$ cat src/hdl/stq_pkg.sv
// Shared types and constants for the sorted timer event queue.
package stq_pkg;

   localparam int unsigned HANDLE_W    = 4;
   localparam int unsigned TIME_W      = 32;
   localparam int unsigned IDENT_W     = 32;
   localparam int unsigned MODE_W      = 2;
   localparam int unsigned MAX_RESULTS = 16;
   localparam int unsigned CNT_W       = $clog2(MAX_RESULTS + 1);

   localparam logic [MODE_W-1:0] MODE_INSERT = 2'd0;
   localparam logic [MODE_W-1:0] MODE_REMOVE = 2'd1;
   localparam logic [MODE_W-1:0] MODE_TICK   = 2'd2;

   typedef enum logic [1:0] {
      CMD_HOLD,
      CMD_REMOVE,
      CMD_INSERT,
      CMD_POP
   } cmd_type;

   typedef struct packed {
      logic                valid;
      logic [TIME_W-1:0]   due_time;
      logic [IDENT_W-1:0]  ident;
      logic [HANDLE_W-1:0] owner;
   } slot_type;

   // broadcast to every cell of the row
   typedef struct packed {
      cmd_type             cmd;
      logic [HANDLE_W-1:0] handle;
      logic [TIME_W-1:0]   due_time;
      logic [IDENT_W-1:0]  ident;
   } ctrl_type;

endpackage

$ cat src/hdl/stq_req_if.sv
// Request channel interface: insert, remove and tick words.
interface stq_req_if;
   logic                           valid;
   logic                           ready;
   logic [stq_pkg::MODE_W-1:0]     mode;
   logic [stq_pkg::HANDLE_W-1:0]   handle;
   logic [stq_pkg::TIME_W-1:0]     timestamp;
   logic [stq_pkg::IDENT_W-1:0]    event_id;
   logic [stq_pkg::TIME_W-1:0]     now;

   modport source (output valid, mode, handle, timestamp, event_id, now, input ready);
   modport sink   (input valid, mode, handle, timestamp, event_id, now, output ready);
endinterface

$ cat src/hdl/stq_rsp_if.sv
// Response channel interface: one word per fired event.
interface stq_rsp_if;
   logic                           valid;
   logic                           ready;
   logic [stq_pkg::IDENT_W-1:0]    fired_id;
   logic [stq_pkg::HANDLE_W-1:0]   fired_handle;
   logic                           last;

   modport source (output valid, fired_id, fired_handle, last, input ready);
   modport sink   (input valid, fired_id, fired_handle, last, output ready);
endinterface

$ cat src/hdl/stq_cell.sv
// One queue slot: compares against the broadcast command and shifts with its neighbors.
module stq_cell (
   input  logic              clock,
   input  logic              reset,
   input  stq_pkg::ctrl_type ctrl,
   input  stq_pkg::slot_type left,
   input  stq_pkg::slot_type right,
   input  logic              prefix_in,
   output logic              prefix_out,
   output stq_pkg::slot_type slot
);

   stq_pkg::slot_type slot_ff;
   stq_pkg::slot_type slot_in;
   logic [stq_pkg::TIME_W-1:0] diff;
   logic flag;

   // new time minus slot time, negative means the new entry goes in front
   assign diff = ctrl.due_time - slot_ff.due_time;

   always_comb begin
      case (ctrl.cmd)
         stq_pkg::CMD_REMOVE: flag = slot_ff.valid && (slot_ff.owner == ctrl.handle);
         stq_pkg::CMD_INSERT: flag = !slot_ff.valid || diff[stq_pkg::TIME_W-1];
         default:             flag = 1'b0;
      endcase
   end

   assign prefix_out = prefix_in | flag;

   always_comb begin
      slot_in = slot_ff;
      case (ctrl.cmd)
         stq_pkg::CMD_REMOVE: begin
            if (prefix_in || flag) slot_in = right;
         end
         stq_pkg::CMD_INSERT: begin
            if (prefix_in) begin
               slot_in = left;
            end else if (flag) begin
               slot_in.valid    = 1'b1;
               slot_in.due_time = ctrl.due_time;
               slot_in.ident    = ctrl.ident;
               slot_in.owner    = ctrl.handle;
            end
         end
         stq_pkg::CMD_POP: slot_in = right;
         default: slot_in = slot_ff;
      endcase
   end

   always_ff @(posedge clock) begin
      if (reset) begin
         slot_ff.valid <= 1'b0;
      end else begin
         slot_ff <= slot_in;
      end
   end

   assign slot = slot_ff;

endmodule

$ cat src/hdl/sorted_timer_event_queue.sv
// Sorted timer event queue: a row of compare-and-shift cells kept in due-time order.
//
// req_chan takes insert, remove and tick words (valid/ready). An insert first
// drops any entry with the same handle, then shifts the row open at the first
// later entry (ties go behind). A tick fires up to 16 events, one response word
// each; the last word carries last=1. A tick with nothing due, or with dispatch
// off, gives no response word. Times compare by signed wraparound difference;
// an entry is due when its time minus now is at most zero. An insert into a
// full row is dropped.
// Pacing comes from the single shared command broadcast to all cells and the
// one-word response register: the row changes at most once per cycle.
// Each response word sits in an output register; when rsp_chan stalls the
// popping waits, and req_chan stays low until the tick is finished.
// csr_wr_en/csr_wr_data set dispatch enable; the user must write it only while
// the block is idle, which the block does not enforce. Synchronous reset
// empties the queue, clears dispatch enable and drops any pending response word.
module sorted_timer_event_queue #(
   parameter int unsigned SLOTS = 16
) (
   input  logic       clock,
   input  logic       reset,
   stq_req_if.sink    req_chan,
   stq_rsp_if.source  rsp_chan,
   input  logic       csr_wr_en,
   input  logic       csr_wr_data
);

   typedef enum logic [1:0] {
      ST_IDLE,
      ST_INSERT,
      ST_TICK
   } state_type;

   state_type                     state_ff, state_in;
   logic [stq_pkg::HANDLE_W-1:0]  hold_handle_ff, hold_handle_in;
   logic [stq_pkg::TIME_W-1:0]    hold_time_ff, hold_time_in;
   logic [stq_pkg::IDENT_W-1:0]   hold_ident_ff, hold_ident_in;
   logic [stq_pkg::CNT_W-1:0]     count_ff, count_in;
   logic                          enable_ff, enable_in;
   logic                          rsp_valid_ff, rsp_valid_in;
   logic [stq_pkg::IDENT_W-1:0]   rsp_id_ff, rsp_id_in;
   logic [stq_pkg::HANDLE_W-1:0]  rsp_handle_ff, rsp_handle_in;
   logic                          rsp_last_ff, rsp_last_in;

   stq_pkg::ctrl_type ctrl;
   stq_pkg::slot_type cells [SLOTS];
   logic [SLOTS:0]    prefix;

   logic accept, out_free, full;
   logic head_due, next_due, last_pop;
   logic [stq_pkg::TIME_W-1:0] head_diff, next_diff;

   assign accept   = req_chan.valid && req_chan.ready;
   assign out_free = !rsp_valid_ff || rsp_chan.ready;
   assign full     = cells[SLOTS-1].valid;

   assign head_diff = cells[0].due_time - hold_time_ff;
   assign next_diff = cells[1].due_time - hold_time_ff;
   assign head_due  = cells[0].valid &&
                      ((head_diff == '0) || head_diff[stq_pkg::TIME_W-1]);
   assign next_due  = cells[1].valid &&
                      ((next_diff == '0) || next_diff[stq_pkg::TIME_W-1]);
   // look one slot ahead so the final word of a tick is known when popped
   assign last_pop  = !((count_ff < stq_pkg::CNT_W'(stq_pkg::MAX_RESULTS - 1)) && next_due);

   always_comb begin
      ctrl.cmd      = stq_pkg::CMD_HOLD;
      ctrl.handle   = hold_handle_ff;
      ctrl.due_time = hold_time_ff;
      ctrl.ident    = hold_ident_ff;
      case (state_ff)
         ST_IDLE: begin
            ctrl.handle = req_chan.handle;
            if (accept && (req_chan.mode == stq_pkg::MODE_INSERT ||
                           req_chan.mode == stq_pkg::MODE_REMOVE))
               ctrl.cmd = stq_pkg::CMD_REMOVE;
         end
         ST_INSERT: begin
            if (!full) ctrl.cmd = stq_pkg::CMD_INSERT;
         end
         ST_TICK: begin
            if (head_due && out_free) ctrl.cmd = stq_pkg::CMD_POP;
         end
         default: ctrl.cmd = stq_pkg::CMD_HOLD;
      endcase
   end

   assign prefix[0] = 1'b0;

   for (genvar i = 0; i < SLOTS; i++) begin : g_cell
      stq_pkg::slot_type left_slot, right_slot;
      if (i == 0) begin : g_first
         assign left_slot = '0;
      end else begin : g_mid_left
         assign left_slot = cells[i-1];
      end
      if (i == SLOTS - 1) begin : g_last
         assign right_slot = '0;
      end else begin : g_mid_right
         assign right_slot = cells[i+1];
      end
      stq_cell u_cell (
         .clock      (clock),
         .reset      (reset),
         .ctrl       (ctrl),
         .left       (left_slot),
         .right      (right_slot),
         .prefix_in  (prefix[i]),
         .prefix_out (prefix[i+1]),
         .slot       (cells[i])
      );
   end

   always_comb begin
      state_in       = state_ff;
      hold_handle_in = hold_handle_ff;
      hold_time_in   = hold_time_ff;
      hold_ident_in  = hold_ident_ff;
      count_in       = count_ff;
      enable_in      = csr_wr_en ? csr_wr_data : enable_ff;
      rsp_valid_in   = rsp_valid_ff && !rsp_chan.ready;
      rsp_id_in      = rsp_id_ff;
      rsp_handle_in  = rsp_handle_ff;
      rsp_last_in    = rsp_last_ff;
      case (state_ff)
         ST_IDLE: begin
            if (accept) begin
               hold_handle_in = req_chan.handle;
               hold_ident_in  = req_chan.event_id;
               count_in       = '0;
               if (req_chan.mode == stq_pkg::MODE_INSERT) begin
                  hold_time_in = req_chan.timestamp;
                  state_in     = ST_INSERT;
               end else if (req_chan.mode == stq_pkg::MODE_TICK && enable_ff) begin
                  hold_time_in = req_chan.now;
                  state_in     = ST_TICK;
               end
            end
         end
         ST_INSERT: state_in = ST_IDLE;
         ST_TICK: begin
            if (!head_due) begin
               state_in = ST_IDLE;
            end else if (out_free) begin
               rsp_valid_in  = 1'b1;
               rsp_id_in     = cells[0].ident;
               rsp_handle_in = cells[0].owner;
               rsp_last_in   = last_pop;
               count_in      = count_ff + 1'b1;
               if (last_pop) state_in = ST_IDLE;
            end
         end
         default: state_in = ST_IDLE;
      endcase
   end

   always_ff @(posedge clock) begin
      hold_handle_ff <= hold_handle_in;
      hold_time_ff   <= hold_time_in;
      hold_ident_ff  <= hold_ident_in;
      rsp_id_ff      <= rsp_id_in;
      rsp_handle_ff  <= rsp_handle_in;
      rsp_last_ff    <= rsp_last_in;
      if (reset) begin
         state_ff     <= ST_IDLE;
         count_ff     <= '0;
         enable_ff    <= 1'b0;
         rsp_valid_ff <= 1'b0;
      end else begin
         state_ff     <= state_in;
         count_ff     <= count_in;
         enable_ff    <= enable_in;
         rsp_valid_ff <= rsp_valid_in;
      end
   end

   assign req_chan.ready        = (state_ff == ST_IDLE);
   assign rsp_chan.valid        = rsp_valid_ff;
   assign rsp_chan.fired_id     = rsp_id_ff;
   assign rsp_chan.fired_handle = rsp_handle_ff;
   assign rsp_chan.last         = rsp_last_ff;

endmodule

$ cat src/flat_wrapper.sv
// flat-port wrapper written by rule: the top's interface ports become plain ports
module sorted_timer_event_queue_flat 
#(
   parameter int unsigned SLOTS = 16
)
  (clock, reset, csr_wr_en, csr_wr_data, req_chan_valid, req_chan_mode, req_chan_handle, req_chan_timestamp, req_chan_event_id, req_chan_now, req_chan_ready, rsp_chan_valid, rsp_chan_fired_id, rsp_chan_fired_handle, rsp_chan_last, rsp_chan_ready);
  stq_req_if req_chan_i ();
  stq_rsp_if rsp_chan_i ();
  input  logic clock;
  input  logic reset;
  input  logic csr_wr_en;
  input  logic csr_wr_data;
  input wire logic [$bits(req_chan_i.valid)-1:0] req_chan_valid;
  input wire logic [$bits(req_chan_i.mode)-1:0] req_chan_mode;
  input wire logic [$bits(req_chan_i.handle)-1:0] req_chan_handle;
  input wire logic [$bits(req_chan_i.timestamp)-1:0] req_chan_timestamp;
  input wire logic [$bits(req_chan_i.event_id)-1:0] req_chan_event_id;
  input wire logic [$bits(req_chan_i.now)-1:0] req_chan_now;
  output wire logic [$bits(req_chan_i.ready)-1:0] req_chan_ready;
  output wire logic [$bits(rsp_chan_i.valid)-1:0] rsp_chan_valid;
  output wire logic [$bits(rsp_chan_i.fired_id)-1:0] rsp_chan_fired_id;
  output wire logic [$bits(rsp_chan_i.fired_handle)-1:0] rsp_chan_fired_handle;
  output wire logic [$bits(rsp_chan_i.last)-1:0] rsp_chan_last;
  input wire logic [$bits(rsp_chan_i.ready)-1:0] rsp_chan_ready;
  assign req_chan_i.valid = req_chan_valid;
  assign req_chan_i.mode = req_chan_mode;
  assign req_chan_i.handle = req_chan_handle;
  assign req_chan_i.timestamp = req_chan_timestamp;
  assign req_chan_i.event_id = req_chan_event_id;
  assign req_chan_i.now = req_chan_now;
  assign req_chan_ready = req_chan_i.ready;
  assign rsp_chan_valid = rsp_chan_i.valid;
  assign rsp_chan_fired_id = rsp_chan_i.fired_id;
  assign rsp_chan_fired_handle = rsp_chan_i.fired_handle;
  assign rsp_chan_last = rsp_chan_i.last;
  assign rsp_chan_i.ready = rsp_chan_ready;
  sorted_timer_event_queue #(.SLOTS(SLOTS)) u_core (.clock(clock), .reset(reset), .req_chan(req_chan_i), .rsp_chan(rsp_chan_i), .csr_wr_en(csr_wr_en), .csr_wr_data(csr_wr_data));
endmodule
$ cat config.mk
export PLATFORM = sky130hd
export DESIGN_NAME = sorted_timer_event_queue_flat
export DESIGN_NICKNAME = d
export VERILOG_FILES = /design/src/hdl/stq_pkg.sv /design/src/hdl/stq_req_if.sv /design/src/hdl/stq_rsp_if.sv /design/src/hdl/stq_cell.sv /design/src/hdl/sorted_timer_event_queue.sv /design/src/flat_wrapper.sv
export SDC_FILE = /design/constraint.sdc
export NUM_CORES = 2
export LEC_CHECK = 0
export ABC_AREA = 1
export BUFFER_PORTS_ARGS = -buffer_cell sky130_fd_sc_hd__buf_4
export CORE_UTILIZATION = 58
export CTS_CLUSTER_SIZE = 25
export DETAILED_ROUTE_END_ITERATION = 7
export PLACE_DENSITY = 0.76
export SYNTH_ARGS = -nofsm -noshare
export SYNTH_HDL_FRONTEND = slang
export SYNTH_SLANG_ARGS = --single-unit
export TNS_END_PERCENT = 100
$ cat constraint.sdc
create_clock -name clock -period 7.9 [get_ports clock]
set_clock_uncertainty 0.2 [all_clocks]
set_input_delay 1.185 -clock clock [delete_from_list [all_inputs] [get_ports clock]]
set_output_delay 1.185 -clock clock [all_outputs]
set_load 0.05 [all_outputs]
Word-level counts from Yosys, hierarchy flattened
Index checks and enable logic that the tools add are counted.

$add $sub $neg: 19. Eq/ne operators: 61. Magnitude comparators: 1. Reductions and logical operators: 122. Multiplexer cells: 100. Bitwise operators: 15.

Operators with widths (count): $pmux 69 s3 (16); $mux 69 (47); $sub 32x32->32 (18); $reduce_and 4->1 (18); $eq 4x4->1 (16); $logic_not 32->1 (2); $mux 32 (2); $reduce_and 3->1 (18); $ne 3x3->1 const B (17); $ne 2x2->1 const B (18); $logic_or 1x1->1 (35); $pmux 1 s2 (16); $logic_and 1x1->1 (24); $logic_not 1->1 (19); $mux 2 (8); $mux 5 (3); $or 1x1->1 (14); $pmux 5 s2 (1); $eq 2x2->1 const B (4); $eq 2x1->1 const B (3); $pmux 2 s3 (1); $add 5x1->5 const B (1); $lt 5x4->1 const B (1); $logic_not 2->1 (2); 9 further kinds (14).

Register bits: 1218.

Depth between registers and ports, before layout
Word-level depth: 26. Depth in mapped cells: 45. Gate-level depth less buffers: 43.

Modules after synthesis
A second synthesis with hierarchy kept.

Cell total of the unflattened synthesis: 10209. Area total of the unflattened synthesis: 80711.2 um^2.

By module, submodules not included: stq_cell at u_core.g_cell[0].u_cell ... (cells each 558, area an instance 4464.3 um^2, times used 10); stq_cell at u_core.g_cell[4].u_cell ... (cells each 551, area an instance 4465.5 um^2, times used 6); sorted_timer_event_queue (cells each 1323, area an instance 9275.1 um^2, times used 1).

Worst setup path after synthesis
OpenSTA, ideal clock, no wires.

Path type: reg2reg. Start: register u_core.hold_time_ff[1] (netlist name). End: register u_core.g_cell[13].u_cell.slot_ff, in the netlist u_core.g_cell[13].u_cell.slot[0] (enable). Clock period less this slack: 8.715 ns. Setup time: 0.494 ns. Data required time: 7.206 ns. Path slack: -0.815 ns. Stages on the path, launching flop included: 38. Arrival time: 8.021 ns. Cell sequence: edfxtp_1 -> inv_1 -> ha_1 -> a21oi_1 -> nand2_1 -> a21oi_1 -> o21ai_0 -> a21boi_0 -> o21ai_0 -> nand2_1 -> nand2_1 -> nand2_1 -> nand2_1 -> nand2_1 -> nand2_1 -> a21oi_1 -> nand2_1 -> nor2_1 -> [... 2 more ...] -> nand2_1 -> nor2_1 -> nand2_1 -> o21ai_0 -> ha_1 -> clkbuf_1 -> inv_1 -> a2111oi_0 -> nand3_1 -> a21oi_1 -> nor2_4 -> nand4_2 -> nor2_2 -> buf_4 -> buf_4 -> nand3_1 -> nand2_1 -> nor2_1.

Cells in the longest elaborated chain, start to end: 24.

Ends and longest elaborated chain: start, declared (line sorted_timer_event_queue.sv:36) `logic [stq_pkg::TIME_W-1:0] hold_time_ff, hold_time_in;`; start signal, assigned (line sorted_timer_event_queue.sv:159) `hold_time_ff <= hold_time_in;`; $sub 32x32->32 (line sorted_timer_event_queue.sv:57) `assign head_diff = cells[0].due_time - hold_time_ff;`; $logic_not 32->1 (line sorted_timer_event_queue.sv:60) `((head_diff == '0) || head_diff[stq_pkg::TIME_W-1]);`; $logic_or 1x1->1 (line sorted_timer_event_queue.sv:60); $logic_and 1x1->1 (line sorted_timer_event_queue.sv:59) `assign head_due = cells[0].valid &&`; $logic_and 1x1->1 (line sorted_timer_event_queue.sv:82) `if (head_due && out_free) ctrl.cmd = stq_pkg::CMD_POP;`; $mux 2 (line sorted_timer_event_queue.sv:82); $pmux 2 s3 (line sorted_timer_event_queue.sv:71) `case (state_ff)`; $eq 2x2->1 / $eq 2x1->1 (equally long branches) (line stq_cell.sv:22, stq_cell.sv:33); $pmux 1 s2 (line stq_cell.sv:22) `case (ctrl.cmd)`; $or 1x1->1 (12 in a row) (line stq_cell.sv:29) `assign prefix_out = prefix_in | flag;`; $logic_or 1x1->1 (line stq_cell.sv:35) `if (prefix_in || flag) slot_in = right;`; $ne 2x2->1 (no source line); $reduce_and 4->1 (no source line) (*); end signal, assigned (line stq_cell.sv:56) `slot_ff <= slot_in;`; end, declared (line stq_cell.sv:13) `stq_pkg::slot_type slot_ff;`.

Every way passes the cells marked *; elsewhere a longest branch is shown, timed or not. A chain may end at the register's enable or synchronous reset.

==> flow_summary_export.csv <==
group,metric,value,unit
yosys,async_flop_share,0,
clocking,htreeDepth,4,
sta,finalHoldViolCount,0,
finish,num-nets-final,9121,
die,start_util,0.5846,
global_routing,grt_overflow,0,
pwr,ir_worst_vdd,0.1948,mV
routing,drtPass1Iterations,8,
die,die_h,360.5,µm
sta,setup-tns-final,0,ns
global_routing,antenna_found_initial,5,
setup_path,critPathKind,"flip-flop to flip-flop",
finish,drive_gt1_frac,0.06493,
clocking,cts_tree,"yes",
min_path,min_path_type,"flip-flop to flip-flop",
finish,final_cells,10240,
yosys,postSynthCellCount,8582,
finish,num_antenna_cells,0,
finish,fill_cells,10420,
setup_path,worst-path-max-fanout,34,
clocking,clkTransAtPathRegs,0.06,ns
pwr,cellLeakagePower,34.07,nW
sta,grt_setup_unrepaired,"false",
pwr,powerDensity,196.9,nW/µm²
setup_path,worst_setup_path_end_kind,"flip-flop",
placed_design,io_buffers,146,
sta,maxSlewViolCount,0,
placed_design,place_congestion,0.9205,
yosys,synth.avg_cell_area,8.687,µm²
clocking,clockBufferDepth,3,
yosys,ys.flop_type,"edfxtp_1",
clocking,clock_sinks,1218,
die,core-area,127500,µm²
sta,tightest_slew,1.299,ns
routing,antenna_left,0,
sta,max_slew_margin,0.1338,
routing,drt-wirelength-per-cell,22.04,µm
setup_path,crit_top_cell,"nand2_1",
global_routing,grt_use_total,0.3376,
die,die_area,130000,µm²
routing,totalWireLength,225700,µm
yosys,synth_seq_cells,1218,
finish,synthToLayoutAreaGrowth,9.835,%
run_status,violations,"design-rule violations",
yosys,synth-edff-count,1193,
global_routing,grt_pass1_vias,60720,
run,cap_violations,0,
yosys,synth.cell_area,74550,µm²
routing,viasPerCell,6.227,
setup_path,max_stage_delay,0.37,ns
die,rows,131,
sta,layout_min_cycle_time,7.288,ns
yosys,yosysSeqAreaShare,0.4873,
routing,drt_iter0_markers,8336,
finish,most-common-layout-cells,"1,896 x o21ai_0, 1,193 x edfxtp_1, 1,180 x a21oi_1, 1,110 x inv_1, 1,051 x nand2_1",
clocking,ctsHoldBuffers,0,
die,io_pins,147,
setup_path,cp.required,8.24,ns
routing,vias,63760,
clocking,cts_made_buffers,140,
die,dieWidth,360.5,µm
routing,drc_errors,2,
sta,timing.fmax,0.1372,GHz
setup_path,slowest_stage,"edfxtp_1",
sta,setup_viol,0,
yosys,synth_nets,9239,
placed_design,hpwl,146600,µm
run_status,status,"finished with violations",
sta,finalWorstSetupSlack,0.6121,ns
global_routing,grt_max_degree,265,
yosys,yosysUniqueCellTypes,49,
placed_design,pre_cts_slack,0.2867,ns
sta,min_period_over_period,0.9225,
clocking,cts-root-buf,"clkbuf_16",
clocking,insertion_delay,0.79,ns
yosys,yosys_warnings,0,
setup_path,worstSetupStartpointType,"flip-flop",
setup_path,cp.arrival,7.63,ns
placed_design,placed_cells,9982,
global_routing,grt_pass1_wl,343100,µm
finish,final_common_cell,"o21ai_0",
[per-layer routing]
metal  up-vias  track usage  routed length (µm)
met4         8       0.1548               10240
met1     29930       0.4411               87680
li1      29790            -                   -
met3       533      0.06428               22640
met2      3499       0.5445              105100
met5         -            0                  57
[worst paths after layout]
path	from	to	slack (ns)	cells past startpoint
worst max-delay path	u_core.g_cell[0].u_cell.slot[38]	u_core.g_cell[13].u_cell.slot[33]	0.61	42
worst min-delay path	u_core.g_cell[0].u_cell.slot[34]	u_core.rsp_chan.fired_id[30]	0.25	0
worst max register to register	u_core.g_cell[0].u_cell.slot[38]	u_core.g_cell[13].u_cell.slot[33]	0.61	42
worst min register to register	u_core.g_cell[0].u_cell.slot[34]	u_core.rsp_chan.fired_id[30]	0.25	0
[power breakdown]
| part | internal (W) | total [W] | leakage, nW | switching [W] |
|---|---|---|---|---|
| Sequential | 0.00741 | 0.00756 | 11.2 | 0.000146 |
| Clock | 0.00360 | 0.00644 | 2.21 | 0.00283 |
| Combinational | 0.000582 | 0.00213 | 20.7 | 0.00155 |
[worst max-delay path: cells and delay by family, from the launching register on]
family                     cells  cell delay, ns
adders and majority gates      2            0.58
DFF                            1            0.37
and+or+nand+nor               23            2.89
AOI/OAI and AO/OA              8            1.50
buffers and inverters          9            1.46
[flip-flops by register name, indices dropped and copies added, names as in the netlist]
| signal | cells |
|---|---|
| u_core.count_ff | 5 |
| u_core.enable_ff | 1 |
| u_core.g_cell.u_cell.slot | 1104 |
| u_core.hold_handle_ff | 4 |
| u_core.hold_ident_ff | 32 |
| u_core.hold_time_ff | 32 |
| u_core.rsp_chan.fired_handle | 4 |
| u_core.rsp_chan.fired_id | 32 |
| u_core.rsp_chan.last | 1 |
| u_core.rsp_chan.valid | 1 |
| u_core.state_ff | 2 |
[logic make-up after synthesis]
logic type	count (synthesis)	synth area share
xor+xnor	85	0.009986
fa+ha+maj	549	0.09224
flops	1218	0.4873
simple gates	1654	0.09020
buf+inv	1688	0.08699
compound gates	3388	0.2333
[through the flow]
step / total power [W] / utilization / hold slack [ns] / cell area (µm²)
floorplan: 0.008982 / - / 0.2208 / 74570
global placement: 0.009678 / 0.6065 / 0.2403 / 77340
detailed placement: 0.009747 / 0.6065 / 0.2360 / 77340
CTS: 0.01610 / 0.6417 / 0.2504 / 81830
global route: 0.01662 / 0.6421 / 0.2522 / 81880
finish: 0.01613 / 0.6421 / 0.2499 / 81880
[cell usage after synthesis, types with 9 or more instances]
master	number	area (µm²)
ha_1	548	6857
buf_2	32	160.2
a21o_1	13	97.59
o21ai_0	1896	9489
o211ai_1	20	150.1
clkbuf_1	451	1693
inv_1	1122	4212
nor2_1	315	1182
a21oi_1	1180	5906
nand4_1	51	319.1
buf_6	11	123.9
xor2_1	60	525.5
nand3_1	168	840.8
edfxtp_1	1193	35820
dfxtp_1	25	500.5
o221ai_1	11	96.34
xnor2_1	25	219.0
nor3_1	27	135.1
o22ai_1	58	362.9
nand3b_1	11	82.58
o21ai_1	126	630.6
buf_1	56	210.2
nand2_1	1057	3968
a211oi_1	12	90.09
o31ai_1	9	67.56
o21a_1	18	135.1
[layout make-up]
type | count | area [µm²] | area share
flip-flops and latches | 1218 | 36320 | 0.4436
clock inverters | 86 | 788.3 | 0.009627
well taps | 1662 | 2079 | 0.02540
repair buffers | 296 | 2794 | 0.03412
inverters | 1131 | 4279 | 0.05226
multi-input cells | 5677 | 31920 | 0.3898
clock buffers | 170 | 3700 | 0.04519
[timing repair]
action	4_1_cts	5_1_grt
buffers inserted	0	1
resized for setup	0	12
setup endpoints to repair	0	616
(Power assumes the default switching activity.)
